`config.mk`:
```
export PLATFORM = sky130hd
export DESIGN_NAME = rtt_rto_estimator_flat
export DESIGN_NICKNAME = d
export VERILOG_FILES = /design/src/sv/rte_pkg.sv /design/src/sv/rte_if.sv /design/src/sv/rte_core.sv /design/src/sv/rtt_rto_estimator.sv /design/src/flat_wrapper.sv
export VERILOG_INCLUDE_DIRS = /design/src /design/src/sv
export SDC_FILE = /design/constraint.sdc
export NUM_CORES = 1
export LEC_CHECK = 0
export BUFFER_PORTS_ARGS = -buffer_cell sky130_fd_sc_hd__buf_2
export CAP_MARGIN = 30
export CORE_MARGIN = 8
export CORE_UTILIZATION = 55
export CTS_CLUSTER_DIAMETER = 40
export DETAILED_ROUTE_END_ITERATION = 12
export PLACE_DENSITY_LB_ADDON = 0.15
export SLEW_MARGIN = 20
export SYNTH_ARGS = -nofsm -noshare
export SYNTH_HDL_FRONTEND = slang
export SYNTH_SLANG_ARGS = --single-unit
```
`constraint.sdc`:
```
create_clock -name clk -period 25.6 [get_ports clk]
set_input_delay 2.56 -clock clk [delete_from_list [all_inputs] [get_ports clk]]
set_output_delay 2.56 -clock clk [all_outputs]
set_load 0.01 [all_outputs]
```
`src/sv/rtt_rto_estimator_assert.svh`:
```
`ifndef RTT_RTO_ESTIMATOR_ASSERT_SVH
`define RTT_RTO_ESTIMATOR_ASSERT_SVH

// Same-cycle implication, sampled on clk, off while rst is high.
`define RTE_ASSERT_NOW(name, ante, cons, msg) \
  name: assert property (@(posedge clk) disable iff (rst) (ante) |-> (cons)) \
    else $error(msg);

// Next-cycle implication, sampled on clk, off while rst is high.
`define RTE_ASSERT_NEXT(name, ante, cons, msg) \
  name: assert property (@(posedge clk) disable iff (rst) (ante) |=> (cons)) \
    else $error(msg);

`endif

```
`src/sv/rte_pkg.sv`:
```
`default_nettype none

package rte_pkg;

  localparam int KIND_W     = 2;
  localparam int SAMPLE_W   = 32;
  localparam int RTO_W      = 32;
  localparam int EST_W      = 31;
  localparam int CFG_DATA_W = 32;
  localparam int CFG_INDEX_W = 1;

  localparam int TIME_BITS_DEFAULT = 32;

  localparam logic [RTO_W-1:0] MIN_RTO_RESET = 32'd1000000;
  localparam logic [RTO_W-1:0] MAX_RTO_RESET = 32'd60000000;
  localparam logic [RTO_W-1:0] CLOCK_GRAIN   = 32'd1000;

  typedef enum logic [KIND_W-1:0] {
    KIND_SAMPLE  = 2'd0,
    KIND_TIMEOUT = 2'd1,
    KIND_RESTART = 2'd2
  } kind_t;

  typedef enum logic [CFG_INDEX_W-1:0] {
    REG_MIN_RTO = 1'b0,
    REG_MAX_RTO = 1'b1
  } cfg_reg_t;

  typedef struct packed {
    logic [KIND_W-1:0]          kind;
    logic signed [SAMPLE_W-1:0] rtt_sample;
  } item_t;

  typedef struct packed {
    logic [RTO_W-1:0] min_rto;
    logic [RTO_W-1:0] max_rto;
  } cfg_t;

  typedef struct packed {
    logic [RTO_W-1:0] rto;
    logic [EST_W-1:0] smoothed_rtt;
    logic [EST_W-1:0] rtt_variance;
    logic             sample_rejected;
  } result_t;

endpackage

`default_nettype wire

```
`src/sv/rte_if.sv`:
```
`default_nettype none

interface rte_in_if;
  logic                                valid;
  logic                                ready;
  logic [rte_pkg::KIND_W-1:0]          kind;
  logic signed [rte_pkg::SAMPLE_W-1:0] rtt_sample;

  modport source (output valid, output kind, output rtt_sample, input ready);
  modport sink (input valid, input kind, input rtt_sample, output ready);
endinterface

interface rte_out_if;
  logic                       valid;
  logic                       ready;
  logic [rte_pkg::RTO_W-1:0]  rto;
  logic [rte_pkg::EST_W-1:0]  smoothed_rtt;
  logic [rte_pkg::EST_W-1:0]  rtt_variance;
  logic                       sample_rejected;

  modport source (output valid, output rto, output smoothed_rtt, output rtt_variance,
                  output sample_rejected, input ready);
  modport sink (input valid, input rto, input smoothed_rtt, input rtt_variance,
                input sample_rejected, output ready);
endinterface

`default_nettype wire

```
`src/sv/rte_core.sv`:
```
`default_nettype none
`include "rtt_rto_estimator_assert.svh"

module rte_core #(
  parameter int TIME_BITS = rte_pkg::TIME_BITS_DEFAULT
) (
  input  wire logic             clk,
  input  wire logic             rst,
  input  wire logic             commit,
  input  wire rte_pkg::item_t   item,
  input  wire rte_pkg::cfg_t    cfg,
  output rte_pkg::result_t      result
);

  // srtt and rttvar never exceed min(2^31-1, time max)
  localparam int SRTT_W = (TIME_BITS < 31) ? TIME_BITS : 31;
  localparam int WIDE   = ((TIME_BITS > 32) ? TIME_BITS : 32) + 3;
  localparam logic [30:0]     S_MAX    = 31'((64'd1 << SRTT_W) - 64'd1);
  localparam logic [WIDE-1:0] TIME_MAX = WIDE'((64'd1 << TIME_BITS) - 64'd1);
  localparam logic [WIDE-1:0] GRAIN    = WIDE'(rte_pkg::CLOCK_GRAIN);

  logic [SRTT_W-1:0]         srtt;
  logic [SRTT_W-1:0]         srtt_next;
  logic [SRTT_W-1:0]         rttvar;
  logic [SRTT_W-1:0]         rttvar_next;
  logic [rte_pkg::RTO_W-1:0] rto;
  logic [rte_pkg::RTO_W-1:0] rto_next;
  logic                      have_sample;
  logic                      have_sample_next;

  logic              bad_sample;
  logic [SRTT_W-1:0] s_val;
  logic [SRTT_W-1:0] diff;
  logic [SRTT_W+1:0] var_sum;
  logic [SRTT_W+2:0] srtt_sum;
  logic [SRTT_W-1:0] srtt_upd;
  logic [SRTT_W-1:0] rttvar_upd;
  logic [WIDE-1:0]   spread;
  logic [WIDE-1:0]   rto_raw;
  logic [WIDE-1:0]   rto_lo;
  logic [WIDE-1:0]   rto_hi;
  logic [WIDE-1:0]   dbl_raw;
  logic [WIDE-1:0]   dbl_sat;
  logic [rte_pkg::RTO_W-1:0] rto_sample;
  logic [rte_pkg::RTO_W-1:0] rto_backoff;

  always_comb begin
    bad_sample = (item.rtt_sample == '0) || item.rtt_sample[31];
    s_val = (item.rtt_sample[30:0] > S_MAX) ? SRTT_W'(S_MAX) : SRTT_W'(item.rtt_sample[30:0]);

    // smoothing uses the old srtt for the deviation
    diff     = (srtt >= s_val) ? (srtt - s_val) : (s_val - srtt);
    var_sum  = {2'b00, rttvar} + {1'b0, rttvar, 1'b0} + {2'b00, diff};
    srtt_sum = {srtt, 3'b000} - {3'b000, srtt} + {3'b000, s_val};

    if (have_sample) begin
      srtt_upd   = srtt_sum[SRTT_W+2:3];
      rttvar_upd = var_sum[SRTT_W+1:2];
    end else begin
      srtt_upd   = s_val;
      rttvar_upd = s_val >> 1;
    end

    spread = WIDE'({rttvar_upd, 2'b00});
    if (spread < GRAIN) begin
      spread = GRAIN;
    end
    rto_raw = WIDE'(srtt_upd) + spread;
    if (rto_raw > TIME_MAX) begin
      rto_raw = TIME_MAX;
    end
    rto_lo = (rto_raw < WIDE'(cfg.min_rto)) ? WIDE'(cfg.min_rto) : rto_raw;
    rto_hi = (rto_lo > WIDE'(cfg.max_rto)) ? WIDE'(cfg.max_rto) : rto_lo;
    rto_sample = rto_hi[rte_pkg::RTO_W-1:0];

    dbl_raw = WIDE'({rto, 1'b0});
    dbl_sat = (dbl_raw > TIME_MAX) ? TIME_MAX : dbl_raw;
    rto_backoff = (dbl_sat > WIDE'(cfg.max_rto)) ? cfg.max_rto
                                                 : dbl_sat[rte_pkg::RTO_W-1:0];
  end

  always_comb begin
    srtt_next        = srtt;
    rttvar_next      = rttvar;
    rto_next         = rto;
    have_sample_next = have_sample;
    result.sample_rejected = 1'b0;
    case (rte_pkg::kind_t'(item.kind))
      rte_pkg::KIND_SAMPLE: begin
        if (bad_sample) begin
          result.sample_rejected = 1'b1;
        end else begin
          srtt_next        = srtt_upd;
          rttvar_next      = rttvar_upd;
          rto_next         = rto_sample;
          have_sample_next = 1'b1;
        end
      end
      rte_pkg::KIND_TIMEOUT: begin
        rto_next = rto_backoff;
      end
      rte_pkg::KIND_RESTART: begin
        srtt_next        = '0;
        rttvar_next      = '0;
        rto_next         = cfg.min_rto;
        have_sample_next = 1'b0;
      end
      default: begin
      end
    endcase
    result.rto          = rto_next;
    result.smoothed_rtt = rte_pkg::EST_W'(srtt_next);
    result.rtt_variance = rte_pkg::EST_W'(rttvar_next);
  end

  always_ff @(posedge clk) begin
    if (rst) begin
      srtt        <= '0;
      rttvar      <= '0;
      rto         <= rte_pkg::MIN_RTO_RESET;
      have_sample <= 1'b0;
    end else if (commit) begin
      srtt        <= srtt_next;
      rttvar      <= rttvar_next;
      rto         <= rto_next;
      have_sample <= have_sample_next;
    end
  end

  `RTE_ASSERT_NEXT(a_reject_keeps_state, commit && result.sample_rejected,
    $stable(srtt) && $stable(rttvar) && $stable(rto), "rejected sample changed state")
  `RTE_ASSERT_NOW(a_empty_is_zero, !have_sample,
    (srtt == '0) && (rttvar == '0), "estimates nonzero without a sample")
  `RTE_ASSERT_NEXT(a_restart_rto, commit && (item.kind == rte_pkg::KIND_RESTART),
    (rto == $past(cfg.min_rto)) && !have_sample, "restart did not load min_rto")
  `RTE_ASSERT_NEXT(a_sample_ceiling,
    commit && (item.kind == rte_pkg::KIND_SAMPLE) && !bad_sample,
    (rto <= $past(cfg.max_rto)) && have_sample, "rto above max_rto after sample")

endmodule

`default_nettype wire

```
`src/sv/rtt_rto_estimator.sv`:
```
// RTT / RTO estimator.
// item channel (valid/ready): one event per transaction; kind 0 carries an RTT
//   sample in microseconds, kind 1 is a retransmit timeout (rto doubles,
//   capped at max_rto), kind 2 restarts the estimator (rto = min_rto).
// result channel (valid/ready): exactly one transaction per event, in order,
//   with rto, smoothed rtt, rtt variance and a flag for a dropped sample.
// cfg port: cfg_write with cfg_index 0 writes min_rto, 1 writes max_rto;
//   write only while no event is in flight. rto is not recomputed on write.
// An accepted event waits in the event register; its result is then
//   registered in the result register. Throughput: one event per cycle while
//   the result channel does not stall; the whole update is one combinational
//   pass from the event register and estimator state to the result register.
// A stalled result holds in the result register while one more event waits
//   in the event register; item.ready drops only when both are full.
// Reset (rst, synchronous): estimates cleared, rto = 1000000, min_rto =
//   1000000, max_rto = 60000000, both stages empty.
`default_nettype none
`include "rtt_rto_estimator_assert.svh"

module rtt_rto_estimator #(
  parameter int TIME_BITS = rte_pkg::TIME_BITS_DEFAULT
) (
  input  wire logic                              clk,
  input  wire logic                              rst,
  input  wire logic                              cfg_write,
  input  wire logic [rte_pkg::CFG_INDEX_W-1:0]   cfg_index,
  input  wire logic [rte_pkg::CFG_DATA_W-1:0]    cfg_data,
  rte_in_if.sink                                 item,
  rte_out_if.source                              result
);

  rte_pkg::cfg_t    cfg;
  rte_pkg::item_t   in_data;
  logic             in_valid;
  rte_pkg::result_t out_data;
  logic             out_valid;
  rte_pkg::result_t core_result;
  logic             advance;

  assign advance    = in_valid && (!out_valid || result.ready);
  assign item.ready = !in_valid || advance;

  always_ff @(posedge clk) begin
    if (rst) begin
      cfg.min_rto <= rte_pkg::MIN_RTO_RESET;
      cfg.max_rto <= rte_pkg::MAX_RTO_RESET;
    end else if (cfg_write) begin
      case (rte_pkg::cfg_reg_t'(cfg_index))
        rte_pkg::REG_MIN_RTO: cfg.min_rto <= cfg_data;
        rte_pkg::REG_MAX_RTO: cfg.max_rto <= cfg_data;
        default: begin
        end
      endcase
    end
  end

  always_ff @(posedge clk) begin
    if (rst) begin
      in_valid <= 1'b0;
    end else if (item.valid && item.ready) begin
      in_valid <= 1'b1;
    end else if (advance) begin
      in_valid <= 1'b0;
    end
  end

  always_ff @(posedge clk) begin
    if (item.valid && item.ready) begin
      in_data.kind       <= item.kind;
      in_data.rtt_sample <= item.rtt_sample;
    end
  end

  rte_core #(
    .TIME_BITS (TIME_BITS)
  ) u_core (
    .clk    (clk),
    .rst    (rst),
    .commit (advance),
    .item   (in_data),
    .cfg    (cfg),
    .result (core_result)
  );

  always_ff @(posedge clk) begin
    if (rst) begin
      out_valid <= 1'b0;
    end else if (advance) begin
      out_valid <= 1'b1;
    end else if (result.ready) begin
      out_valid <= 1'b0;
    end
  end

  always_ff @(posedge clk) begin
    if (advance) begin
      out_data <= core_result;
    end
  end

  assign result.valid           = out_valid;
  assign result.rto             = out_data.rto;
  assign result.smoothed_rtt    = out_data.smoothed_rtt;
  assign result.rtt_variance    = out_data.rtt_variance;
  assign result.sample_rejected = out_data.sample_rejected;

  `RTE_ASSERT_NOW(a_full_blocks_input, in_valid && out_valid && !result.ready,
    !item.ready, "event accepted with both stages full")
  `RTE_ASSERT_NEXT(a_advance_fills_output, advance,
    out_valid, "advanced event did not reach the result register")

endmodule

`default_nettype wire
```
`src/flat_wrapper.sv`:
```
// flat-port wrapper written by rule: the top's interface ports become plain ports
module rtt_rto_estimator_flat 
#(
  parameter int TIME_BITS = rte_pkg::TIME_BITS_DEFAULT
)
  (clk, rst, cfg_write, cfg_index, cfg_data, item_valid, item_kind, item_rtt_sample, item_ready, result_valid, result_rto, result_smoothed_rtt, result_rtt_variance, result_sample_rejected, result_ready);
  rte_in_if item_i ();
  rte_out_if result_i ();
  input  wire logic clk;
  input  wire logic rst;
  input  wire logic cfg_write;
  input  wire logic [rte_pkg::CFG_INDEX_W-1:0] cfg_index;
  input  wire logic [rte_pkg::CFG_DATA_W-1:0] cfg_data;
  input wire logic [$bits(item_i.valid)-1:0] item_valid;
  input wire logic [$bits(item_i.kind)-1:0] item_kind;
  input wire logic [$bits(item_i.rtt_sample)-1:0] item_rtt_sample;
  output wire logic [$bits(item_i.ready)-1:0] item_ready;
  output wire logic [$bits(result_i.valid)-1:0] result_valid;
  output wire logic [$bits(result_i.rto)-1:0] result_rto;
  output wire logic [$bits(result_i.smoothed_rtt)-1:0] result_smoothed_rtt;
  output wire logic [$bits(result_i.rtt_variance)-1:0] result_rtt_variance;
  output wire logic [$bits(result_i.sample_rejected)-1:0] result_sample_rejected;
  input wire logic [$bits(result_i.ready)-1:0] result_ready;
  assign item_i.valid = item_valid;
  assign item_i.kind = item_kind;
  assign item_i.rtt_sample = item_rtt_sample;
  assign item_ready = item_i.ready;
  assign result_valid = result_i.valid;
  assign result_rto = result_i.rto;
  assign result_smoothed_rtt = result_i.smoothed_rtt;
  assign result_rtt_variance = result_i.rtt_variance;
  assign result_sample_rejected = result_i.sample_rejected;
  assign result_i.ready = result_ready;
  rtt_rto_estimator #(.TIME_BITS(TIME_BITS)) u_core (.clk(clk), .rst(rst), .cfg_write(cfg_write), .cfg_index(cfg_index), .cfg_data(cfg_data), .item(item_i), .result(result_i));
endmodule
```
==> run_summary.xml, run 1 <==
<?xml version="1.0" encoding="UTF-8"?>
<metrics>
  <group name="critical_path">
    <metric name="regToRegStartpoint" unit="">u_core.u_core.srtt[1]</metric>
    <metric name="cp-start-kind" unit="">flip-flop</metric>
    <metric name="slowest_stage" unit="">sky130_fd_sc_hd__o21a_1</metric>
    <metric name="crit_path_max_incr_delay" unit="ns">0.84</metric>
    <metric name="reg_to_reg_slack_setup" unit="ns">5.69</metric>
    <metric name="worst_r2r_endpoint" unit="">u_core.result.rto[19]</metric>
    <metric name="required_time_of_the_critical_path" unit="ns">26.06</metric>
    <metric name="worst-path-max-fanout" unit="">27</metric>
    <metric name="reg2reg_depth" unit="">67</metric>
    <metric name="worstSetupEndpointType" unit="">flip-flop</metric>
    <metric name="arrival" unit="ns">20.36</metric>
    <metric name="path_class" unit="">reg2reg</metric>
  </group>
  <group name="timing">
    <metric name="period_needed" unit="ns">19.91</metric>
    <metric name="max_slew.worst_pin.slew" unit="ns">1.002</metric>
    <metric name="finalCritPeriodShare" unit="%">77.76</metric>
    <metric name="hold_viol" unit="">0</metric>
    <metric name="max_slew_margin" unit="%">33.22</metric>
    <metric name="max_freq" unit="MHz">50.23</metric>
    <metric name="setup_viol" unit="">0</metric>
    <metric name="final.setup.tns" unit="ns">0</metric>
    <metric name="grt_setup_unrepaired" unit="">false</metric>
    <metric name="number_of_max_slew_violations_in_the_final_report" unit="">0</metric>
    <metric name="skew" unit="ns">0.03840</metric>
  </group>
  <group name="yosys">
    <metric name="synth.top_cells.by_count" unit="">351 x sky130_fd_sc_hd__a21oi_1, 325 x sky130_fd_sc_hd__nor2_1, 295 x sky130_fd_sc_hd__nand2_1, 252 x sky130_fd_sc_hd__inv_1, 244 x sky130_fd_sc_hd__ha_1</metric>
    <metric name="synth_edf_count" unit="">129</metric>
    <metric name="postSynthAreaPerCell" unit="µm²">8.132</metric>
    <metric name="ys_seq_elements" unit="">290</metric>
    <metric name="synth_top_area_share" unit="%">15.18</metric>
    <metric name="syn-cell-area" unit="µm²">25520</metric>
    <metric name="yosysWarnings" unit="">0</metric>
    <metric name="async_reset_ff_share" unit="%">0</metric>
    <metric name="synthCells" unit="">3138</metric>
    <metric name="synth.top_cells.by_area" unit="">sky130_fd_sc_hd__edfxtp_1 15%, sky130_fd_sc_hd__dfxtp_1 13%, sky130_fd_sc_hd__ha_1 12%</metric>
    <metric name="synth.lib_cells_used.distinct" unit="">92</metric>
    <metric name="synthDominantAreaCellType" unit="">sky130_fd_sc_hd__edfxtp_1</metric>
    <metric name="synth-seq-area-share" unit="%">27.81</metric>
    <metric name="yosys.cell_count.top_type" unit="">sky130_fd_sc_hd__a21oi_1</metric>
    <metric name="synth_flop_cell" unit="">sky130_fd_sc_hd__dfxtp_1</metric>
    <metric name="syn-num-nets" unit="">3517</metric>
  </group>
  <group name="die">
    <metric name="design.portCount" unit="">169</metric>
    <metric name="core" unit="µm²">46160</metric>
    <metric name="die_height" unit="µm">231.4</metric>
    <metric name="initial_cell_density_of_the_core" unit="%">55.28</metric>
    <metric name="std_cell_rows" unit="">79</metric>
    <metric name="die_area" unit="µm²">53540</metric>
    <metric name="die_x" unit="µm">231.4</metric>
  </group>
  <group name="clock_tree">
    <metric name="clockBufferDepth" unit="">3</metric>
    <metric name="tritoncts.num_buffers" unit="">52</metric>
    <metric name="clock_transition_at_the_registers_of_the_reported_paths" unit="ns">0.06</metric>
    <metric name="ctsResizeCount" unit="">0</metric>
    <metric name="cts-htree-levels" unit="">2</metric>
    <metric name="clock_tree.root_cell" unit="">sky130_fd_sc_hd__clkbuf_16</metric>
    <metric name="cts_post_setup_buffers_inserted" unit="">0</metric>
    <metric name="ctsHoldBuffers" unit="">0</metric>
    <metric name="numClockSinks" unit="">290</metric>
    <metric name="tritoncts_clock_tree" unit="">done</metric>
    <metric name="insertion_delay" unit="ns">0.62</metric>
  </group>
  <group name="routing">
    <metric name="detail_route.iter0.violations" unit="">3263</metric>
    <metric name="wl_per_cell" unit="µm">25.28</metric>
    <metric name="total_routed_length" unit="µm">97630</metric>
    <metric name="routed-via-count" unit="">25090</metric>
    <metric name="dr.pass1.iters" unit="">8</metric>
    <metric name="antenna_viol_nets_final" unit="">0</metric>
    <metric name="post_drt_via_cell_ratio" unit="">6.498</metric>
    <metric name="drc" unit="">0</metric>
  </group>
  <group name="global_routing">
    <metric name="antenna_found_initial" unit="">5</metric>
    <metric name="gr-usage-all-layers" unit="%">35.01</metric>
    <metric name="grt_max_degree" unit="">74</metric>
    <metric name="grt_pass1_vias" unit="">23700</metric>
    <metric name="grt_pass1_wl" unit="µm">144900</metric>
    <metric name="total_congestion_overflow" unit="">0</metric>
  </group>
  <group name="place">
    <metric name="io_buffer_count" unit="">168</metric>
    <metric name="place_hpwl" unit="µm">73670</metric>
    <metric name="gp_congestion" unit="">1.038</metric>
  </group>
  <group name="power_and_ir_drop">
    <metric name="power_density" unit="nW/µm²">68.23</metric>
    <metric name="static_power_due_to_leakage" unit="nW">12.44</metric>
    <metric name="ir_drop" unit="µV">53.79</metric>
  </group>
  <group name="cells_and_area">
    <metric name="filler_cell_count" unit="">4146</metric>
    <metric name="synthToLayoutAreaGrowth" unit="%">11.60</metric>
    <metric name="finish.utilization" unit="%">61.69</metric>
    <metric name="layout-drive-gt1-share" unit="%">13.00</metric>
    <metric name="finish.net_count" unit="">3589</metric>
  </group>
  <group name="hold_path">
    <metric name="worst_hold_start" unit="">u_core.cfg[18]</metric>
    <metric name="worstHoldPathCells" unit="">2</metric>
    <metric name="min_to" unit="">u_core.cfg[18]</metric>
    <metric name="worst_min_path_class" unit="">reg2reg</metric>
  </group>
  <group name="run_status">
    <metric name="status" unit="">finished, final reports clean</metric>
  </group>
  <group name="flow_run">
    <metric name="drv.max_cap_violation_count" unit="">0</metric>
  </group>
</metrics>
metal layers:
layer | track usage, % | routed length [µm]
met5 | 0 | 53
met4 | 11.54 | 3389
met3 | 8.754 | 11530
met2 | 51.52 | 40800
met1 | 49.62 | 41860
where the power goes:
part / switching, mW / leakage (nW) / internal, mW
Sequential: 0.0274 / 2.54 / 0.513
Combinational: 0.445 / 9.06 / 0.268
Clock: 0.271 / 0.843 / 0.418
cells by family after synthesis:
group / count (synthesis) / share of synthesized area, %
simple gates: 949 / 17.14
mux: 49 / 2.211
xor+xnor: 94 / 3.226
compound gates: 1011 / 26.10
flops: 290 / 27.81
buf+inv: 438 / 6.605
fa+ha+maj: 307 / 16.91
through the flow:
| stage | hold slack (ns) | total power [mW] | std cells | instance area, µm² | setup WS, ns |
|---|---|---|---|---|---|
| after global routing | 0.4850 | 2.022 | 3861 | 28470 | 4.741 |
| after global placement | 0.4428 | 1.223 | 3758 | 26660 | 6.527 |
| after floorplan | 0.4363 | 1.035 | 3138 | 25520 | 10.31 |
| after CTS | 0.4580 | 1.924 | 3858 | 28430 | 6.211 |
| final | 0.4562 | 1.943 | 3862 | 28480 | 5.693 |
| after detailed placement | 0.4498 | 1.235 | 3760 | 26710 | 6.328 |
layout make-up:
cell class,instances,area [µm²],share of cell area (%)
timing repair buffer,203,1155,4.055
multi-input combinational,2410,16780,58.93
sequential,290,7098,24.93
clock buffer,62,1400,4.917
clock inverter,36,325.3,1.142
antenna,1,2.502,0.008787
inverter,253,954.7,3.352
tap,607,759.5,2.667
sequential cells by signal, indices dropped and copies added, names as in the netlist:
| signal | flops |
|---|---|
| u_core.u_core.srtt | 31 |
| u_core.result.rto | 32 |
| u_core.cfg | 64 |
| u_core.result.valid | 1 |
| u_core.result.rtt_variance | 31 |
| u_core.in_data | 34 |
| u_core.u_core.rttvar | 31 |
| u_core.in_valid | 1 |
| u_core.result.sample_rejected | 1 |
| u_core.result.smoothed_rtt | 31 |
| u_core.u_core.rto | 32 |
| u_core.u_core.have_sample | 1 |
how the worst max path moves through the flow:
stage,cells past startpoint,slack [ns],start,to
final,67,5.69,u_core.u_core.srtt[1],u_core.result.rto[19]
after global routing,67,4.74,u_core.u_core.srtt[1],u_core.u_core.rto[20]
after CTS,67,6.21,u_core.u_core.srtt[1],u_core.u_core.rto[20]
after detailed placement,67,6.33,u_core.u_core.srtt[1],u_core.u_core.rto[20]
after global placement,66,6.53,u_core.u_core.srtt[21],u_core.u_core.rto[7]
after floorplan,69,10.31,u_core.in_data[22],u_core.u_core.rto[20]
cells in the final DEF, fill, tap and decap left out, types with 64 or more instances in the layout:
cell type	netlist	final
sky130_fd_sc_hd__inv_1	252	251
sky130_fd_sc_hd__a21oi_1	351	351
sky130_fd_sc_hd__buf_2	9	168
sky130_fd_sc_hd__a21o_1	126	126
sky130_fd_sc_hd__ha_1	244	244
sky130_fd_sc_hd__o21ai_0	131	131
sky130_fd_sc_hd__nand2_1	295	295
sky130_fd_sc_hd__nor2_1	325	321
sky130_fd_sc_hd__edfxtp_1	129	129
sky130_fd_sc_hd__dfxtp_1	161	160
sky130_fd_sc_hd__xnor2_1	64	64
critical path: cells and delay by family, from the launching register on:
family,cells,cell delay [ns]
adder cells (fa/ha/maj),7,2.30
multiplexers,2,0.70
XOR/XNOR,2,0.38
AND/OR/NAND/NOR,17,5.10
buffers and inverters,10,1.99
flip-flops,1,0.49
AO/OA/AOI/OAI,29,8.72
(Power assumes the default switching activity.)
==> run 2, diff against run 1 <==
==> constraint.sdc (replaced) <==
create_clock -name clk -period 16.7 [get_ports clk]
set_input_delay 1.67 -clock clk [delete_from_list [all_inputs] [get_ports clk]]
set_output_delay 1.67 -clock clk [all_outputs]
set_load 0.01 [all_outputs]
==> run 2 against run 1 <==
Effect of this change:
- sequential share of layout area decreased by 0.59 points
- critical path depth fell by 6
- hold slack improved by 0.0026 ns
- final cell count grew 0.91%
- sequential cell count unchanged
- non-clock buffer count increased by 28
- routed wire length is 2.2% lower
- clock power grew 74%
- via count decreased by 0.71%
- global-route usage shrank 0.42 points
- first-iteration DRC count decreased by 8.1%
- critical path type unchanged
- highest routed layer is now met4
==> run_summary.xml, run 2 (synthesized netlist as in run 1, its figures left out) <==
<?xml version="1.0" encoding="UTF-8"?>
<metrics>
  <group name="run_status">
    <metric name="status" unit="">finished, final reports clean</metric>
  </group>
  <group name="die">
    <metric name="die_x" unit="µm">231.4</metric>
    <metric name="die_area" unit="µm²">53540</metric>
    <metric name="initial_cell_density_of_the_core" unit="%">55.28</metric>
    <metric name="core" unit="µm²">46160</metric>
    <metric name="die_height" unit="µm">231.4</metric>
    <metric name="std_cell_rows" unit="">79</metric>
    <metric name="design.portCount" unit="">169</metric>
  </group>
  <group name="clock_tree">
    <metric name="tritoncts_clock_tree" unit="">done</metric>
    <metric name="cts-htree-levels" unit="">2</metric>
    <metric name="tritoncts.num_buffers" unit="">56</metric>
    <metric name="clockBufferDepth" unit="">3</metric>
    <metric name="clock_transition_at_the_registers_of_the_reported_paths" unit="ns">0.06</metric>
    <metric name="insertion_delay" unit="ns">0.61</metric>
    <metric name="numClockSinks" unit="">290</metric>
    <metric name="ctsHoldBuffers" unit="">0</metric>
    <metric name="clock_tree.root_cell" unit="">sky130_fd_sc_hd__clkbuf_16</metric>
  </group>
  <group name="routing">
    <metric name="antenna_viol_nets_final" unit="">0</metric>
    <metric name="wl_per_cell" unit="µm">24.51</metric>
    <metric name="dr.pass1.iters" unit="">8</metric>
    <metric name="detail_route.iter0.violations" unit="">2998</metric>
    <metric name="drc" unit="">0</metric>
    <metric name="post_drt_via_cell_ratio" unit="">6.394</metric>
    <metric name="total_routed_length" unit="µm">95500</metric>
    <metric name="routed-via-count" unit="">24920</metric>
  </group>
  <group name="cells_and_area">
    <metric name="layoutNonFillerInstCount" unit="">3897</metric>
    <metric name="fin_area" unit="µm²">29170</metric>
    <metric name="reg_top3" unit="">u_core.cfg (64), u_core.in_data (34)</metric>
    <metric name="antenna_cells" unit="">0</metric>
    <metric name="filler_cell_count" unit="">4049</metric>
    <metric name="synthToLayoutAreaGrowth" unit="%">14.31</metric>
    <metric name="finish.utilization" unit="%">63.19</metric>
    <metric name="layout-drive-gt1-share" unit="%">15.02</metric>
    <metric name="largest_register_ff_count" unit="">64</metric>
    <metric name="finish.net_count" unit="">3621</metric>
    <metric name="largest-register" unit="">u_core.cfg</metric>
    <metric name="layout.cells.most_common_list" unit="">347 x sky130_fd_sc_hd__a21oi_1, 319 x sky130_fd_sc_hd__nor2_1, 295 x sky130_fd_sc_hd__nand2_1</metric>
    <metric name="most_common_cell_after_layout_fill_and_taps_aside" unit="">sky130_fd_sc_hd__a21oi_1</metric>
  </group>
  <group name="critical_path">
    <metric name="worst-path-max-fanout" unit="">21</metric>
    <metric name="path_class" unit="">reg2reg</metric>
    <metric name="slowest_stage" unit="">sky130_fd_sc_hd__or4_1</metric>
    <metric name="reg2reg_depth" unit="">61</metric>
    <metric name="cp-start-kind" unit="">flip-flop</metric>
    <metric name="worst_r2r_endpoint" unit="">u_core.result.rto[12]</metric>
    <metric name="required_time_of_the_critical_path" unit="ns">17.03</metric>
    <metric name="reg_to_reg_slack_setup" unit="ns">0.68</metric>
    <metric name="arrival" unit="ns">16.35</metric>
    <metric name="regToRegStartpoint" unit="">u_core.u_core.srtt[26]</metric>
    <metric name="crit_path_max_incr_delay" unit="ns">0.58</metric>
    <metric name="worstSetupEndpointType" unit="">flip-flop</metric>
  </group>
  <group name="global_routing">
    <metric name="gr-usage-all-layers" unit="%">34.59</metric>
    <metric name="grt_max_degree" unit="">82</metric>
    <metric name="grt_pass1_vias" unit="">23820</metric>
    <metric name="grt_pass1_wl" unit="µm">144200</metric>
    <metric name="total_congestion_overflow" unit="">0</metric>
    <metric name="antenna_found_initial" unit="">3</metric>
  </group>
  <group name="timing">
    <metric name="hold_viol" unit="">0</metric>
    <metric name="finalCritPeriodShare" unit="%">95.91</metric>
    <metric name="max_slew.worst_pin.slew" unit="ns">1.031</metric>
    <metric name="number_of_max_slew_violations_in_the_final_report" unit="">0</metric>
    <metric name="setup_viol" unit="">0</metric>
    <metric name="max_slew_margin" unit="%">31.13</metric>
    <metric name="skew" unit="ns">0.01733</metric>
    <metric name="period_needed" unit="ns">16.02</metric>
    <metric name="max_freq" unit="MHz">62.43</metric>
  </group>
  <group name="power_and_ir_drop">
    <metric name="ir_drop" unit="µV">93.90</metric>
    <metric name="p_total" unit="mW">3.133</metric>
    <metric name="power_switching_share" unit="%">37.65</metric>
    <metric name="seq_power_share" unit="%">26.4</metric>
    <metric name="logic_gate_share_of_total_power" unit="%">35.4</metric>
    <metric name="power_density" unit="nW/µm²">107.4</metric>
    <metric name="static_power_due_to_leakage" unit="nW">12.73</metric>
    <metric name="cellInternalPower" unit="mW">1.953</metric>
    <metric name="power_frac_clock" unit="%">38.2</metric>
    <metric name="switchingPower" unit="mW">1.179</metric>
  </group>
  <group name="place">
    <metric name="io_buffer_count" unit="">168</metric>
    <metric name="gp_congestion" unit="">1.002</metric>
    <metric name="place_hpwl" unit="µm">72700</metric>
    <metric name="cell_count_after_placement" unit="">3789</metric>
    <metric name="postPlaceCellArea" unit="µm²">26960</metric>
  </group>
  <group name="flow_run">
    <metric name="drv.max_cap_violation_count" unit="">0</metric>
  </group>
  <group name="hold_path">
    <metric name="min_to" unit="">u_core.cfg[21]</metric>
    <metric name="worst_min_path_class" unit="">reg2reg</metric>
    <metric name="worstHoldPathCells" unit="">2</metric>
    <metric name="worst_hold_start" unit="">u_core.cfg[21]</metric>
  </group>
</metrics>
run 2: critical path, delay by kind of cell (launching register included):
family	cells	cell delay, ns
mux	1	0.39
buf+inv	11	1.85
simple gates	19	4.39
xor+xnor	1	0.32
flops	1	0.52
compound gates	22	5.87
fa+ha+maj	7	2.35
run 2: power by group through the flow:
stage                     Combinational, mW  Sequential [mW]  Clock (mW)
after detailed placement               1.07            0.840           0
after floorplan                       0.755            0.831           0
final                                  1.11            0.828        1.20
after global placement                 1.05            0.839           0
after global routing                   1.21            0.831        1.24
after CTS                              1.08            0.826        1.21
run 2: timing repair:
action,4_1_cts,5_1_grt
resized for setup,0,37
endpoints found under the hold margin,0,0
setup endpoints to repair,0,64
buffers inserted,0,1
run 2: cell type report:
class,count,area (µm²),share of cell area [%]
multi-input cells,2410,16960,58.14
flip-flops and latches,290,7099,24.34
clock buffers,60,1448,4.963
repair buffers,231,1393,4.774
inverters,253,954.7,3.273
well taps,607,759.5,2.604
clock inverters,46,555.5,1.905
run 2: worst max-delay path by stage:
stage                            from               endpoint  slack, ns  cells past startpoint
2_1_floorplan      u_core.in_data[22]  u_core.u_core.rto[20]       1.41                     69
3_3_place_gp   u_core.u_core.srtt[25]  u_core.result.rto[12]       0.42                     61
3_5_place_dp   u_core.u_core.srtt[21]   u_core.result.rto[9]       0.16                     66
4_1_cts        u_core.u_core.srtt[21]   u_core.result.rto[9]       0.10                     66
5_1_grt        u_core.u_core.srtt[22]   u_core.result.rto[6]     -0.007                     67
6_report       u_core.u_core.srtt[26]  u_core.result.rto[12]       0.68                     61
run 2: stage by stage:
stage / hold slack (ns) / setup TNS, ns / setup WS (ns)
global placement: 0.4434 / 0 / 0.4178
CTS: 0.4586 / 0 / 0.1019
floorplan: 0.4363 / 0 / 1.411
finish: 0.4588 / 0 / 0.6824
global route: 0.4807 / -0.007420 / -0.007420
detailed placement: 0.4486 / 0 / 0.1644
run 2: layer usage:
layer	up-vias	share of wire, %	global-route usage (%)
met5	-	0	0
met4	0	3.8	12.63
met3	218	11	8.387
met2	1415	42	50.88
met1	11900	44	48.74
li1	11380	-	-
